===== config.mk =====
export PLATFORM = sky130hd
export DESIGN_NAME = keyed_sorted_event_table
export DESIGN_NICKNAME = d
export VERILOG_FILES = /design/src/rtl/core/kset_pkg.sv /design/src/rtl/core/keyed_sorted_event_table.sv /design/src/rtl/core/kset_ram.sv /design/src/rtl/core/kset_cmp.sv
export SDC_FILE = /design/constraint.sdc
export NUM_CORES = 2
export LEC_CHECK = 0
export BUFFER_PORTS_ARGS = -buffer_cell sky130_fd_sc_hd__buf_2
export CAP_MARGIN = 20
export CORE_UTILIZATION = 50
export CTS_CLUSTER_DIAMETER = 150
export DETAILED_ROUTE_END_ITERATION = 12
export PLACE_DENSITY = 0.66
export SYNTH_ARGS = -nofsm -noshare
export SYNTH_HDL_FRONTEND = slang
export SYNTH_SLANG_ARGS = --single-unit

===== constraint.sdc =====
create_clock -name clk -period 8.7 [get_ports clk]
set_input_delay 0 -clock clk [delete_from_list [all_inputs] [get_ports clk]]
set_output_delay 0 -clock clk [all_outputs]
set_load 0.02 [all_outputs]

===== src/rtl/core/kset_pkg.sv =====
// ----------------------------------------------------------------------------
// Keyed sorted event table: shared definitions
// Operation and status codes, the stored entry layout and the scan result.
// ----------------------------------------------------------------------------
`default_nettype none

package kset_pkg;

    // Operation codes. Any other code reads the head without changing the table.
    localparam logic [1:0] FUNC_UPSERT = 2'd0;
    localparam logic [1:0] FUNC_DELETE = 2'd1;

    // Result status codes.
    localparam logic [1:0] STATUS_OK        = 2'd0;
    localparam logic [1:0] STATUS_FULL      = 2'd1;
    localparam logic [1:0] STATUS_NOT_FOUND = 2'd2;
    localparam logic [1:0] STATUS_EMPTY     = 2'd3;

    localparam int unsigned KEY_W  = 64;
    localparam int unsigned TIME_W = 32;
    localparam int unsigned ACT_W  = 2;

    // One stored event, as it sits in a single memory word.
    typedef struct packed {
        logic [KEY_W-1:0]  key;
        logic [TIME_W-1:0] stamp;
        logic [ACT_W-1:0]  act;
    } entry_t;

    localparam int unsigned ENTRY_W = $bits(entry_t);

    // Outcome of comparing one stored entry against the word being processed.
    typedef struct packed {
        logic match;   // first entry carrying the searched key
        logic ahead;   // entry lands ahead of the new or updated entry
    } scan_t;

endpackage

`default_nettype wire


===== src/rtl/core/keyed_sorted_event_table.sv =====
// ----------------------------------------------------------------------------
// Keyed sorted event table
// Bounded table of timed events kept in timestamp order, with keyed update.
// ----------------------------------------------------------------------------
// Usage. Each input word carries an operation (upsert, delete by key, or any
// other code to read the head), a 64-bit key, a timestamp and an action code.
// Every input word produces exactly one output word: a status, the earliest
// entry of the table and the number of entries after the operation.
// Timing. The block takes one word at a time; in_ready is high only while the
// sequencer is idle. An upsert or delete scans the valid entries once, one
// memory read per cycle, then moves entries one slot per cycle to open or
// close a gap; an upsert that fits then writes its entry into its final slot.
// Each operation ends by reading slot zero for the head.
// Stalls. The result sits in an output register, so a new word is accepted
// while the previous result waits; a finished operation holds in its last
// step until the output register is free.
// Reset. rst_n clears the entry count and the sequencer; the entry memory is
// not cleared, as only slots below the count are ever used.
// ----------------------------------------------------------------------------
`default_nettype none

module keyed_sorted_event_table #(
    parameter int unsigned ENTRIES = 32
) (
    input  wire logic                               clk,
    input  wire logic                               rst_n,

    input  wire logic                               in_valid,
    output logic                                    in_ready,
    input  wire logic [1:0]                         func,
    input  wire logic [kset_pkg::KEY_W-1:0]         key,
    input  wire logic [kset_pkg::TIME_W-1:0]        timestamp,
    input  wire logic [kset_pkg::ACT_W-1:0]         action,

    output logic                                    out_valid,
    input  wire logic                               out_ready,
    output logic [1:0]                              status,
    output logic [kset_pkg::KEY_W-1:0]              head_key,
    output logic [kset_pkg::TIME_W-1:0]             head_timestamp,
    output logic [kset_pkg::ACT_W-1:0]              head_action,
    output logic [5:0]                              entry_count
);

    // Slot index width and count width (the count must reach ENTRIES itself).
    localparam int unsigned AW = (ENTRIES > 1) ? $clog2(ENTRIES) : 1;
    localparam int unsigned CW = $clog2(ENTRIES + 1);

    // Sequencer states.
    localparam logic [2:0] S_IDLE     = 3'd0;
    localparam logic [2:0] S_SCAN     = 3'd1;
    localparam logic [2:0] S_DECIDE   = 3'd2;
    localparam logic [2:0] S_SHIFT    = 3'd3;
    localparam logic [2:0] S_PUT      = 3'd4;
    localparam logic [2:0] S_HEAD_RD  = 3'd5;
    localparam logic [2:0] S_HEAD_OUT = 3'd6;

    logic [2:0]                     state_reg, state_next;
    logic [CW-1:0]                  count_reg, count_next;
    logic [CW-1:0]                  pos_reg, pos_next;
    logic [CW-1:0]                  slot_reg, slot_next;
    logic                           found_reg, found_next;
    logic [AW-1:0]                  scan_idx_reg, scan_idx_next;
    logic [AW-1:0]                  mv_cur_reg, mv_cur_next;
    logic [AW-1:0]                  mv_end_reg, mv_end_next;
    logic                           mv_up_reg, mv_up_next;
    logic [1:0]                     status_reg, status_next;

    // The word being processed.
    logic [1:0]                     func_reg;
    logic [kset_pkg::KEY_W-1:0]     key_reg;
    logic [kset_pkg::TIME_W-1:0]    stamp_reg;
    logic [kset_pkg::ACT_W-1:0]     act_reg;
    logic                           load_op;

    // Output register.
    logic                           out_valid_reg;
    logic                           out_load;
    logic [1:0]                     out_status_reg;
    kset_pkg::entry_t               out_head_reg;
    logic [5:0]                     out_count_reg;

    // Memory ports.
    logic                           ram_we;
    logic [AW-1:0]                  ram_waddr;
    logic [AW-1:0]                  ram_raddr;
    kset_pkg::entry_t               ram_wdata;
    kset_pkg::entry_t               ram_rdata;
    logic [kset_pkg::ENTRY_W-1:0]   ram_rword;

    kset_pkg::entry_t               op_entry;
    kset_pkg::scan_t                scan_res;
    logic [CW-1:0]                  slot_eff;
    logic                           scan_last;

    assign ram_rdata = kset_pkg::entry_t'(ram_rword);

    // All three fields of an entry share one memory word.
    kset_ram #(
        .WIDTH (kset_pkg::ENTRY_W),
        .DEPTH (ENTRIES)
    ) u_ram (
        .clk   (clk),
        .we    (ram_we),
        .waddr (ram_waddr),
        .wdata (ram_wdata),
        .raddr (ram_raddr),
        .rdata (ram_rword)
    );

    // Compares each entry read during the scan against the word in hand.
    kset_cmp u_cmp (
        .ent   (ram_rdata),
        .key   (key_reg),
        .stamp (stamp_reg),
        .found (found_reg),
        .res   (scan_res)
    );

    always_comb
    begin
        op_entry.key   = key_reg;
        op_entry.stamp = stamp_reg;
        op_entry.act   = act_reg;
    end

    // A new key is placed as if it sat just behind the last valid entry.
    assign slot_eff  = found_reg ? slot_reg : count_reg;
    assign scan_last = (CW'(scan_idx_reg) == count_reg - 1'b1);

    // ------------------------------------------------------------------------
    // Sequencer. The scan counts the entries that stay ahead of the word in
    // hand, which gives its final slot directly: the table is always sorted,
    // so an upsert only has to move the entries between the old and the new
    // slot by one place, and a delete closes the gap behind the removed slot.
    // ------------------------------------------------------------------------
    always_comb
    begin
        state_next    = state_reg;
        count_next    = count_reg;
        pos_next      = pos_reg;
        slot_next     = slot_reg;
        found_next    = found_reg;
        scan_idx_next = scan_idx_reg;
        mv_cur_next   = mv_cur_reg;
        mv_end_next   = mv_end_reg;
        mv_up_next    = mv_up_reg;
        status_next   = status_reg;
        ram_raddr     = '0;
        ram_we        = 1'b0;
        ram_waddr     = '0;
        ram_wdata     = op_entry;
        load_op       = 1'b0;
        out_load      = 1'b0;

        unique case (state_reg)
            S_IDLE:
            begin
                if (in_valid)
                begin
                    load_op       = 1'b1;
                    found_next    = 1'b0;
                    pos_next      = '0;
                    scan_idx_next = '0;
                    // Slot zero is read now and appears at the first scan step.
                    if ((func == kset_pkg::FUNC_UPSERT || func == kset_pkg::FUNC_DELETE)
                        && count_reg != '0)
                    begin
                        state_next = S_SCAN;
                    end
                    else
                    begin
                        state_next = S_DECIDE;
                    end
                end
            end

            S_SCAN:
            begin
                if (scan_res.match)
                begin
                    found_next = 1'b1;
                    slot_next  = CW'(scan_idx_reg);
                end
                if (scan_res.ahead)
                begin
                    pos_next = pos_reg + 1'b1;
                end
                if (scan_last)
                begin
                    state_next = S_DECIDE;
                end
                else
                begin
                    scan_idx_next = AW'(scan_idx_reg + 1'b1);
                    ram_raddr     = AW'(scan_idx_reg + 1'b1);
                end
            end

            S_DECIDE:
            begin
                status_next = kset_pkg::STATUS_OK;
                state_next  = S_HEAD_RD;
                case (func_reg)
                    kset_pkg::FUNC_UPSERT:
                    begin
                        if (!found_reg && count_reg == CW'(ENTRIES))
                        begin
                            status_next = kset_pkg::STATUS_FULL;
                        end
                        else
                        begin
                            if (!found_reg)
                            begin
                                count_next = count_reg + 1'b1;
                            end
                            if (pos_reg < slot_eff)
                            begin
                                // Entries from the new slot up to just below the old
                                // one move one place towards the tail.
                                mv_up_next  = 1'b1;
                                mv_cur_next = AW'(slot_eff - 1'b1);
                                mv_end_next = AW'(pos_reg);
                                ram_raddr   = AW'(slot_eff - 1'b1);
                                state_next  = S_SHIFT;
                            end
                            else if (pos_reg > slot_eff)
                            begin
                                mv_up_next  = 1'b0;
                                mv_cur_next = AW'(slot_eff + 1'b1);
                                mv_end_next = AW'(pos_reg);
                                ram_raddr   = AW'(slot_eff + 1'b1);
                                state_next  = S_SHIFT;
                            end
                            else
                            begin
                                state_next = S_PUT;
                            end
                        end
                    end

                    kset_pkg::FUNC_DELETE:
                    begin
                        if (!found_reg)
                        begin
                            status_next = kset_pkg::STATUS_NOT_FOUND;
                        end
                        else
                        begin
                            count_next = count_reg - 1'b1;
                            if (slot_reg + 1'b1 < count_reg)
                            begin
                                mv_up_next  = 1'b0;
                                mv_cur_next = AW'(slot_reg + 1'b1);
                                mv_end_next = AW'(count_reg - 1'b1);
                                ram_raddr   = AW'(slot_reg + 1'b1);
                                state_next  = S_SHIFT;
                            end
                        end
                    end

                    default:
                    begin
                        status_next = (count_reg != '0) ? kset_pkg::STATUS_OK
                                                        : kset_pkg::STATUS_EMPTY;
                    end
                endcase
            end

            S_SHIFT:
            begin
                // The entry read last cycle is written one slot along while
                // the next one is read; the two addresses never coincide.
                ram_we    = 1'b1;
                ram_wdata = ram_rdata;
                ram_waddr = mv_up_reg ? AW'(mv_cur_reg + 1'b1) : AW'(mv_cur_reg - 1'b1);
                if (mv_cur_reg == mv_end_reg)
                begin
                    state_next = (func_reg == kset_pkg::FUNC_UPSERT) ? S_PUT : S_HEAD_RD;
                end
                else
                begin
                    mv_cur_next = mv_up_reg ? AW'(mv_cur_reg - 1'b1) : AW'(mv_cur_reg + 1'b1);
                    ram_raddr   = mv_cur_next;
                end
            end

            S_PUT:
            begin
                ram_we     = 1'b1;
                ram_waddr  = AW'(pos_reg);
                state_next = S_HEAD_RD;
            end

            S_HEAD_RD:
            begin
                state_next = S_HEAD_OUT;
            end

            S_HEAD_OUT:
            begin
                // The read address stays at slot zero, so the head holds here.
                if (!out_valid_reg || out_ready)
                begin
                    out_load   = 1'b1;
                    state_next = S_IDLE;
                end
            end

            default:
            begin
                state_next = S_IDLE;
            end
        endcase
    end

    always_ff @(posedge clk or negedge rst_n)
    begin
        if (!rst_n)
        begin
            state_reg     <= S_IDLE;
            count_reg     <= '0;
            pos_reg       <= '0;
            slot_reg      <= '0;
            found_reg     <= 1'b0;
            scan_idx_reg  <= '0;
            mv_cur_reg    <= '0;
            mv_end_reg    <= '0;
            mv_up_reg     <= 1'b0;
            status_reg    <= kset_pkg::STATUS_OK;
            out_valid_reg <= 1'b0;
        end
        else
        begin
            state_reg     <= state_next;
            count_reg     <= count_next;
            pos_reg       <= pos_next;
            slot_reg      <= slot_next;
            found_reg     <= found_next;
            scan_idx_reg  <= scan_idx_next;
            mv_cur_reg    <= mv_cur_next;
            mv_end_reg    <= mv_end_next;
            mv_up_reg     <= mv_up_next;
            status_reg    <= status_next;
            if (out_load)
            begin
                out_valid_reg <= 1'b1;
            end
            else if (out_ready)
            begin
                out_valid_reg <= 1'b0;
            end
        end
    end

    // Payload registers carry no reset.
    always_ff @(posedge clk)
    begin
        if (load_op)
        begin
            func_reg  <= func;
            key_reg   <= key;
            stamp_reg <= timestamp;
            act_reg   <= action;
        end
        if (out_load)
        begin
            out_status_reg <= status_reg;
            out_head_reg   <= (count_reg != '0) ? ram_rdata : '0;
            out_count_reg  <= 6'(count_reg);
        end
    end

    assign in_ready       = (state_reg == S_IDLE);
    assign out_valid      = out_valid_reg;
    assign status         = out_status_reg;
    assign head_key       = out_head_reg.key;
    assign head_timestamp = out_head_reg.stamp;
    assign head_action    = out_head_reg.act;
    assign entry_count    = out_count_reg;

`ifndef SYNTHESIS
    // The count never exceeds the table size.
    assert property (@(posedge clk) disable iff (!rst_n) count_reg <= CW'(ENTRIES))
        else $error("entry count above table size");

    // The count only changes as the operation is decided.
    assert property (@(posedge clk) disable iff (!rst_n)
        (count_reg != $past(count_reg)) |-> ($past(state_reg) == S_DECIDE))
        else $error("entry count changed outside the decide step");

    // Every memory write lands inside the valid region of the new count.
    assert property (@(posedge clk) disable iff (!rst_n)
        ram_we |-> (CW'(ram_waddr) < count_reg))
        else $error("memory write beyond the valid entries");

    // A dropped upsert is only reported with a full table.
    assert property (@(posedge clk) disable iff (!rst_n)
        (out_valid_reg && out_status_reg == kset_pkg::STATUS_FULL)
            |-> (out_count_reg == 6'(ENTRIES)))
        else $error("full status with spare room");

    // An empty status always comes with a zero count.
    assert property (@(posedge clk) disable iff (!rst_n)
        (out_valid_reg && out_status_reg == kset_pkg::STATUS_EMPTY)
            |-> (out_count_reg == 6'd0))
        else $error("empty status with entries held");
`endif

endmodule

`default_nettype wire


===== src/rtl/core/kset_ram.sv =====
// ----------------------------------------------------------------------------
// Generic single-write, single-read RAM
// One write port and one read port with registered read data.
// ----------------------------------------------------------------------------
`default_nettype none

module kset_ram #(
    parameter int unsigned WIDTH = 8,
    parameter int unsigned DEPTH = 16
) (
    input  wire logic                                   clk,
    input  wire logic                                   we,
    input  wire logic [(DEPTH > 1 ? $clog2(DEPTH) : 1)-1:0] waddr,
    input  wire logic [WIDTH-1:0]                       wdata,
    input  wire logic [(DEPTH > 1 ? $clog2(DEPTH) : 1)-1:0] raddr,
    output logic      [WIDTH-1:0]                       rdata
);

    logic [WIDTH-1:0] mem [DEPTH];

    always_ff @(posedge clk)
    begin
        if (we)
        begin
            mem[waddr] <= wdata;
        end
        rdata <= mem[raddr];
    end

endmodule

`default_nettype wire


===== src/rtl/core/kset_cmp.sv =====
// ----------------------------------------------------------------------------
// Keyed sorted event table: scan comparator
// Key match and sort-position compare, shared by every step of the scan.
// ----------------------------------------------------------------------------
`default_nettype none

module kset_cmp (
    input  wire kset_pkg::entry_t                   ent,
    input  wire logic [kset_pkg::KEY_W-1:0]         key,
    input  wire logic [kset_pkg::TIME_W-1:0]        stamp,
    input  wire logic                               found,
    output kset_pkg::scan_t                         res
);

    logic key_eq;
    logic le;
    logic lt;

    assign key_eq = (ent.key == key);
    assign le     = (ent.stamp <= stamp);
    assign lt     = (ent.stamp < stamp);

    // Entries ahead of the matching slot keep their place on equal times;
    // entries behind it yield to the updated entry on equal times.
    always_comb
    begin
        res.match = key_eq && !found;
        res.ahead = !res.match && (found ? lt : le);
    end

endmodule

`default_nettype wire

-- Yosys cells after proc, flatten, opt, wreduce, memory -nomap -nowiden
Memories as Yosys holds them, arrays and structs flattened. A register that Yosys moved wholly into a read port is not among the register bits.
Cells that the tools add are included.
- muxes and demuxes: 74
- magnitude comparators: 5
- eq/ne operators: 30
- reduce and logical (&&, ||, !) cells: 26
- add/subtract/negate cells: 9
- operators with widths (kind ; number):
    $mux W5 ; 22
    $mux W98 ; 1
    $eq A64 B64 Y1 ; 1
    $pmux W5 S2 ; 6
    $mux W6 ; 6
    $le A32 B32 Y1 ; 1
    $lt A32 B32 Y1 ; 1
    $mux W3 ; 9
    $ne A2 B2 Y1 const B ; 12
    $pmux W6 S2 ; 2
    $pmux W3 S7 ; 1
    $mux W1 ; 19
    $add A5 B1 Y5 const B ; 3
    $ne A3 B3 Y1 const B ; 5
    $pmux W5 S3 ; 1
    $add A6 B1 Y6 const B ; 2
    $lt A6 B6 Y1 ; 2
    $sub A5 B1 Y5 const B ; 2
    $eq A3 B3 Y1 const B ; 3
    $reduce_and A3 Y1 ; 3
    $reduce_bool A2 Y1 ; 4
    $reduce_and A7 Y1 ; 1
    $add A5 B1 Y6 const B ; 1
    $eq A3 B2 Y1 const B ; 2
    other kinds (23) ; 34
- RAM bits: 3136
- word-level logic and storage cells: 165
- register bits: 246
- input port bits: 104
- memories kept: 1
- memories (memory ; depth ; bits a word ; read ports ; clocked after Yosys merged registers in ; wr ports ; RTL line ; text):
    u_ram.mem ; 32 ; 98 ; 1 ; 1 ; 1 ; kset_ram.sv:19 ; logic [WIDTH-1:0] mem [DEPTH];

-- Depth between registers and ports, before layout
- depth after elaboration: 7
- gate-level depth with buffers: 19
- gate-level depth less buffers: 14

-- Modules after synthesis
Synthesis repeated with hierarchy kept, for this count alone.
- cell total of the unflattened synthesis: 6946
- area total of the unflattened synthesis: 133908.4 µm²
- modules (own cells, without submodules) (module ; cells each ; area each (µm²) ; times used ; sequential area each (µm²)):
    kset_ram ; 5704 ; 121049.8 ; 1 ; 96132.2
    keyed_sorted_event_table ; 1029 ; 11313.4 ; 1 ; 7186.9
    kset_cmp ; 213 ; 1545.2 ; 1 ; 0.0

-- Worst setup path after synthesis
OpenSTA, ideal clock, no wires.
- kind: reg2reg
- start point: register state_reg[1]
- end point: register out_count_reg[0], in the netlist entry_count[0], enable pin
- data required time: 7.998 ns
- setup slack: 0.085 ns
- cell stages (with the launch flop): 4
- arrival time: 7.913 ns
- cells stage by stage: dfrtp_1 -> clkbuf_1 -> nand2_1 -> nor3_1
- cells in the longest elaborated chain, start to end: 2
- ends and longest elaborated chain (element ; RTL line ; text):
    start: declaration ; keyed_sorted_event_table.sv:57 ; logic [2:0] state_reg, state_next;
    start signal: assignment ; keyed_sorted_event_table.sv:334 ; state_reg <= state_next;
    $eq A3 B3 Y1 ; keyed_sorted_event_table.sv:155 ; unique case (state_reg)
    $mux W1 ; keyed_sorted_event_table.sv:155 ;
    via out_load ; keyed_sorted_event_table.sv:77 ; logic out_load;
    end signal: assignment ; keyed_sorted_event_table.sv:369 ; out_count_reg <= 6'(count_reg);
    end: declaration ; keyed_sorted_event_table.sv:80 ; logic [5:0] out_count_reg;
The timed path passes the listed nets, and every way through them passes these cells.
A chain may end at the register's enable or synchronous reset.

-- Worst setup path after layout
- start point: register found_reg
- end point: register u_ram.rdata[14], read port of u_ram.mem
- cells in the longest elaborated chain, start to end: 7
- ends and longest elaborated chain (element ; RTL line ; text):
    start: declaration ; keyed_sorted_event_table.sv:61 ; logic found_reg, found_next;
    start signal: assignment ; keyed_sorted_event_table.sv:338 ; found_reg <= found_next;
    $mux W6 ; keyed_sorted_event_table.sv:127 ; assign slot_eff = found_reg ? slot_reg : count_reg;
    $add A5 B1 Y5 or $gt A6 B6 Y1 (tied branches) ; keyed_sorted_event_table.sv:231, keyed_sorted_event_table.sv:226 ;
    $mux W5 ; keyed_sorted_event_table.sv:226 ; else if (pos_reg > slot_eff)
    $mux W5 ; keyed_sorted_event_table.sv:216 ; if (pos_reg < slot_eff)
    $mux W5 ; keyed_sorted_event_table.sv:206 ; if (!found_reg && count_reg == CW'(ENTRIES))
    $pmux W5 S2 * ; keyed_sorted_event_table.sv:203 ; case (func_reg)
    $pmux W5 S3 * ; keyed_sorted_event_table.sv:155 ;
    end: declaration ; kset_ram.sv:16 ; output logic [WIDTH-1:0] rdata
Every way passes the cells marked *; elsewhere a longest branch is shown, timed or not.

==> impl_metrics.env <==
export IMPL_syn_cell_area_um2=135000
export IMPL_grt_pass1_vias=84300
export IMPL_grt_ovfl_total=0
export IMPL_relSlewSlack_pct=15.3
export IMPL_nets=10300
export IMPL_cts_inserted_buffers=352
export IMPL_drv_cap=0
export IMPL_max_stage_delay_ns=0.75
export IMPL_reg_top3="u_ram.mem (3136), u_ram.rdata (98)"
export IMPL_worstPathArrival_ns=7.14
export IMPL_cts_root_buf="clkbuf_16"
export IMPL_power_mw=59.1
export IMPL_vias=89200
export IMPL_crit_chain="mux2i_1, ha_1, a21oi_1, o21ai_0, or3_1, mux2i_1, a211o_4, buf_12, buf_4, nand2_1, nand3_1, a21oi_1, or4_1, nor3_1"
export IMPL_post_cts_resized=0
export IMPL_hold_violations=0
export IMPL_hpwl_um=201000
export IMPL_drtAntennaViolNets=0
export IMPL_synthFlopType="edfxtp_1"
export IMPL_period_share_pct=73.2
export IMPL_synth_area_per_cell_um2=13.8
export IMPL_setup_viol=0
export IMPL_syn_inst=9775
export IMPL_vias_per_cell=6.38
export IMPL_finalCriticalPeriod_ns=6.37
export IMPL_htreeDepth=5
export IMPL_ys_async_sr_fraction_pct=1.15
export IMPL_r2r_start="found_reg$_DFFE_PN0P_"
export IMPL_preCtsSetupSlack_ns=2.65
export IMPL_end_kind="flip-flop"
export IMPL_timing_clock_skew_ns=0.0584
export IMPL_dr_pass1_iters=9
export IMPL_holdPathStages=4
export IMPL_nFillCells=20700
export IMPL_yosysWarnings=0
export IMPL_area_delta_synth_final_pct=13.8
export IMPL_die_y_um=521
export IMPL_r2r_end="u_ram.rdata[14]$_DFF_P_"
export IMPL_cp_slowest_cell="buf_4"
export IMPL_grt_max_degree=141
export IMPL_synth_edf_count=3342
export IMPL_worstSkewPairLatency_ns=0.91
export IMPL_cp_max_fo=94
export IMPL_track_usage_pct=31.0
export IMPL_routed_wl_um=430000
export IMPL_rsz0062_at_grt="no"
export IMPL_worstMarginPinSlew_ns=1.26
export IMPL_vdd_drop_max_mv=0.894
export IMPL_post_route_util_pct=57.2
export IMPL_min_delay_start="out_ready"
export IMPL_worst_path_buf_inv=2
export IMPL_min_to="out_valid$_DFFE_PN0P_"
export IMPL_postSynthNetCount=9931
export IMPL_die_area_um2=272000
export IMPL_multi_input_area_um2=29000
export IMPL_clk_pin_slew_ns=0.06
export IMPL_cts_tree="yes"
export IMPL_critical_path_top_delay_family="simple AND/OR/NAND/NOR gates"
export IMPL_wire_per_inst_um=30.7
export IMPL_io_buffer_count=211
export IMPL_dieWidth_um=521
export IMPL_drtIter0Drc=15200
export IMPL_slew_viol_final=0
export IMPL_drive_gt1_share_pct=9.61
export IMPL_synth_seq_cells=3480
export IMPL_worstHoldPathType="in2reg"
export IMPL_critical_path_class="reg2reg"
export IMPL_cts_sinks=3480
export IMPL_status="complete, no violations"
export IMPL_fmax_ghz=0.157
export IMPL_clockBufferDepth=4
export IMPL_ff_latch_area_um2=103000
export IMPL_grt_pass1_wl_um=605000
export IMPL_yosysSeqAreaShare_pct=76.6
export IMPL_fp_row_count=190
export IMPL_antenna_found_initial=13
export IMPL_tns_ns=0
export IMPL_drc=0
export IMPL_num_io_pins=212
export IMPL_fin_ws_ns=2.33
export IMPL_core_um2=268000
export IMPL_power_density_nw_per_um2=385
export IMPL_reg2reg_slack_ns=2.33
export IMPL_rr_worst_depth=14
export IMPL_worstPathRequired_ns=9.47
export IMPL_start_util_pct=50.3
export IMPL_finalWeightedCongestion=0.860
export IMPL_power_leakage_nw=52.4
export IMPL_start_kind="flip-flop"
export IMPL_top_register="u_ram.mem"
export IMPL_synth_cell_type_count=77
export IMPL_largest_reg_flops=3136
area by class of cell:
| type | instances | area share (%) |
|---|---|---|
| Antenna cell | 4 | 0.00652 |
| Clock buffer | 481 | 6.33 |
| Clock inverter | 162 | 0.902 |
| Inverter | 78 | 0.194 |
| Multi-Input combinational cell | 5600 | 18.9 |
| Sequential cell | 3480 | 67.3 |
| Tap cell | 3552 | 2.90 |
| Timing Repair Buffer | 622 | 3.43 |
per-layer routing:
metal	up-vias	GRT usage [%]	routed length (µm)
met5	-	0	85
met4	12	13.6	20300
met3	1040	6.03	55800
met2	6702	48.0	195000
met1	44300	42.8	158000
li1	37100	-	-
cells in the final DEF, fill, tap and decap left out, types with 11 or more instances in the layout:
cell           count
nor3_1           108
buf_2            211
xor2_1            32
nand2_1         2591
nor2_1            52
xnor2_1           46
nor2b_1           11
clkinv_1          56
a21oi_1          804
edfxtp_1        3342
nand4_1           22
dlygate4sd3_1    204
and2_1            86
inv_6             11
clkinv_2          59
mux2i_1           18
nor2_4            35
buf_4            154
inv_1             76
dfrtp_1           40
nor4_1            12
o21ai_2           17
nand3_1          801
clkbuf_16        357
o21ai_0           42
dfxtp_1           98
or4_1            100
o21ai_1           38
clkbuf_1          93
a221o_1          387
o22ai_1          201
buf_12            44
clkbuf_8          31
ha_1              52
bufinv_16         18
power by group:
| group | total [mW] | internal, mW | switching [mW] |
|---|---|---|---|
| Clock | 14.7 | 8.37 | 6.35 |
| Sequential | 22.7 | 21.8 | 0.839 |
| Combinational | 21.7 | 5.18 | 16.5 |
worst max path at each step:
stage	start	endpoint	slack, ns	cells after the start
after floorplan	state_reg[1]$_DFFE_PN0P_	entry_count[0]$_DFFE_PP_	0.09	3
after global placement	found_reg$_DFFE_PN0P_	u_ram.rdata[41]$_DFF_P_	2.93	14
after detailed placement	found_reg$_DFFE_PN0P_	u_ram.rdata[43]$_DFF_P_	2.65	14
after CTS	found_reg$_DFFE_PN0P_	u_ram.rdata[5]$_DFF_P_	2.59	14
after global routing	found_reg$_DFFE_PN0P_	u_ram.rdata[5]$_DFF_P_	2.18	14
final	found_reg$_DFFE_PN0P_	u_ram.rdata[14]$_DFF_P_	2.33	14
cells by family after synthesis:
group	synth area share (%)
muxes	0.192
AOI/OAI and AO/OA	7.69
DFF	76.6
adders and majority gates	0.483
and+or+nand+nor	12.3
buffers and inverters	2.18
xor gates and xnor gates	0.540
cells in the mapped netlist (10+ instances only):
library cell,number,area share [%]
buf_2,224,0.83
o22ai_1,201,0.93
inv_1,77,0.21
dfxtp_1,98,1.5
buf_1,104,0.29
nand2b_1,10,0.046
mux2i_1,18,0.13
nand2_1,2592,7.2
nor2_1,86,0.24
xnor2_1,46,0.30
dfrtp_1,40,0.74
or4_1,100,0.56
and2_1,87,0.40
xor2_1,32,0.21
nor2b_1,11,0.051
edfxtp_1,3342,74
nand3_1,806,3.0
o21ai_0,94,0.35
nor3_1,109,0.40
nor4_1,12,0.056
clkbuf_1,279,0.78
a21oi_1,804,3.0
ha_1,52,0.48
a221o_1,387,2.9
nand4_1,22,0.10
per-stage QoR:
| step | hold slack (ns) | instance area [µm²] | instances |
|---|---|---|---|
| floorplan | -0.296 | 135000 | 9775 |
| global placement | 0.179 | 140000 | 13100 |
| detailed placement | 0.179 | 140000 | 13100 |
| CTS | 0.0296 | 153000 | 14000 |
| global route | 0.0977 | 153000 | 14000 |
| finish | 0.0721 | 153000 | 14000 |
worst min-delay path, delay by kind of cell:
| family | cells | cell delay (ns) |
|---|---|---|
| AND/OR/NAND/NOR | 1 | 0.09 |
| AO/OA/AOI/OAI | 1 | 0.18 |
| buffers and inverters | 2 | 0.62 |
repair_timing:
action                                  4_1_cts  5_1_grt
hold endpoints to repair                    150        0
hold buffers                                205        0
setup buffers                                 0        0
endpoints found under the setup margin        0        0
Power figures use the tool's default switching activity.
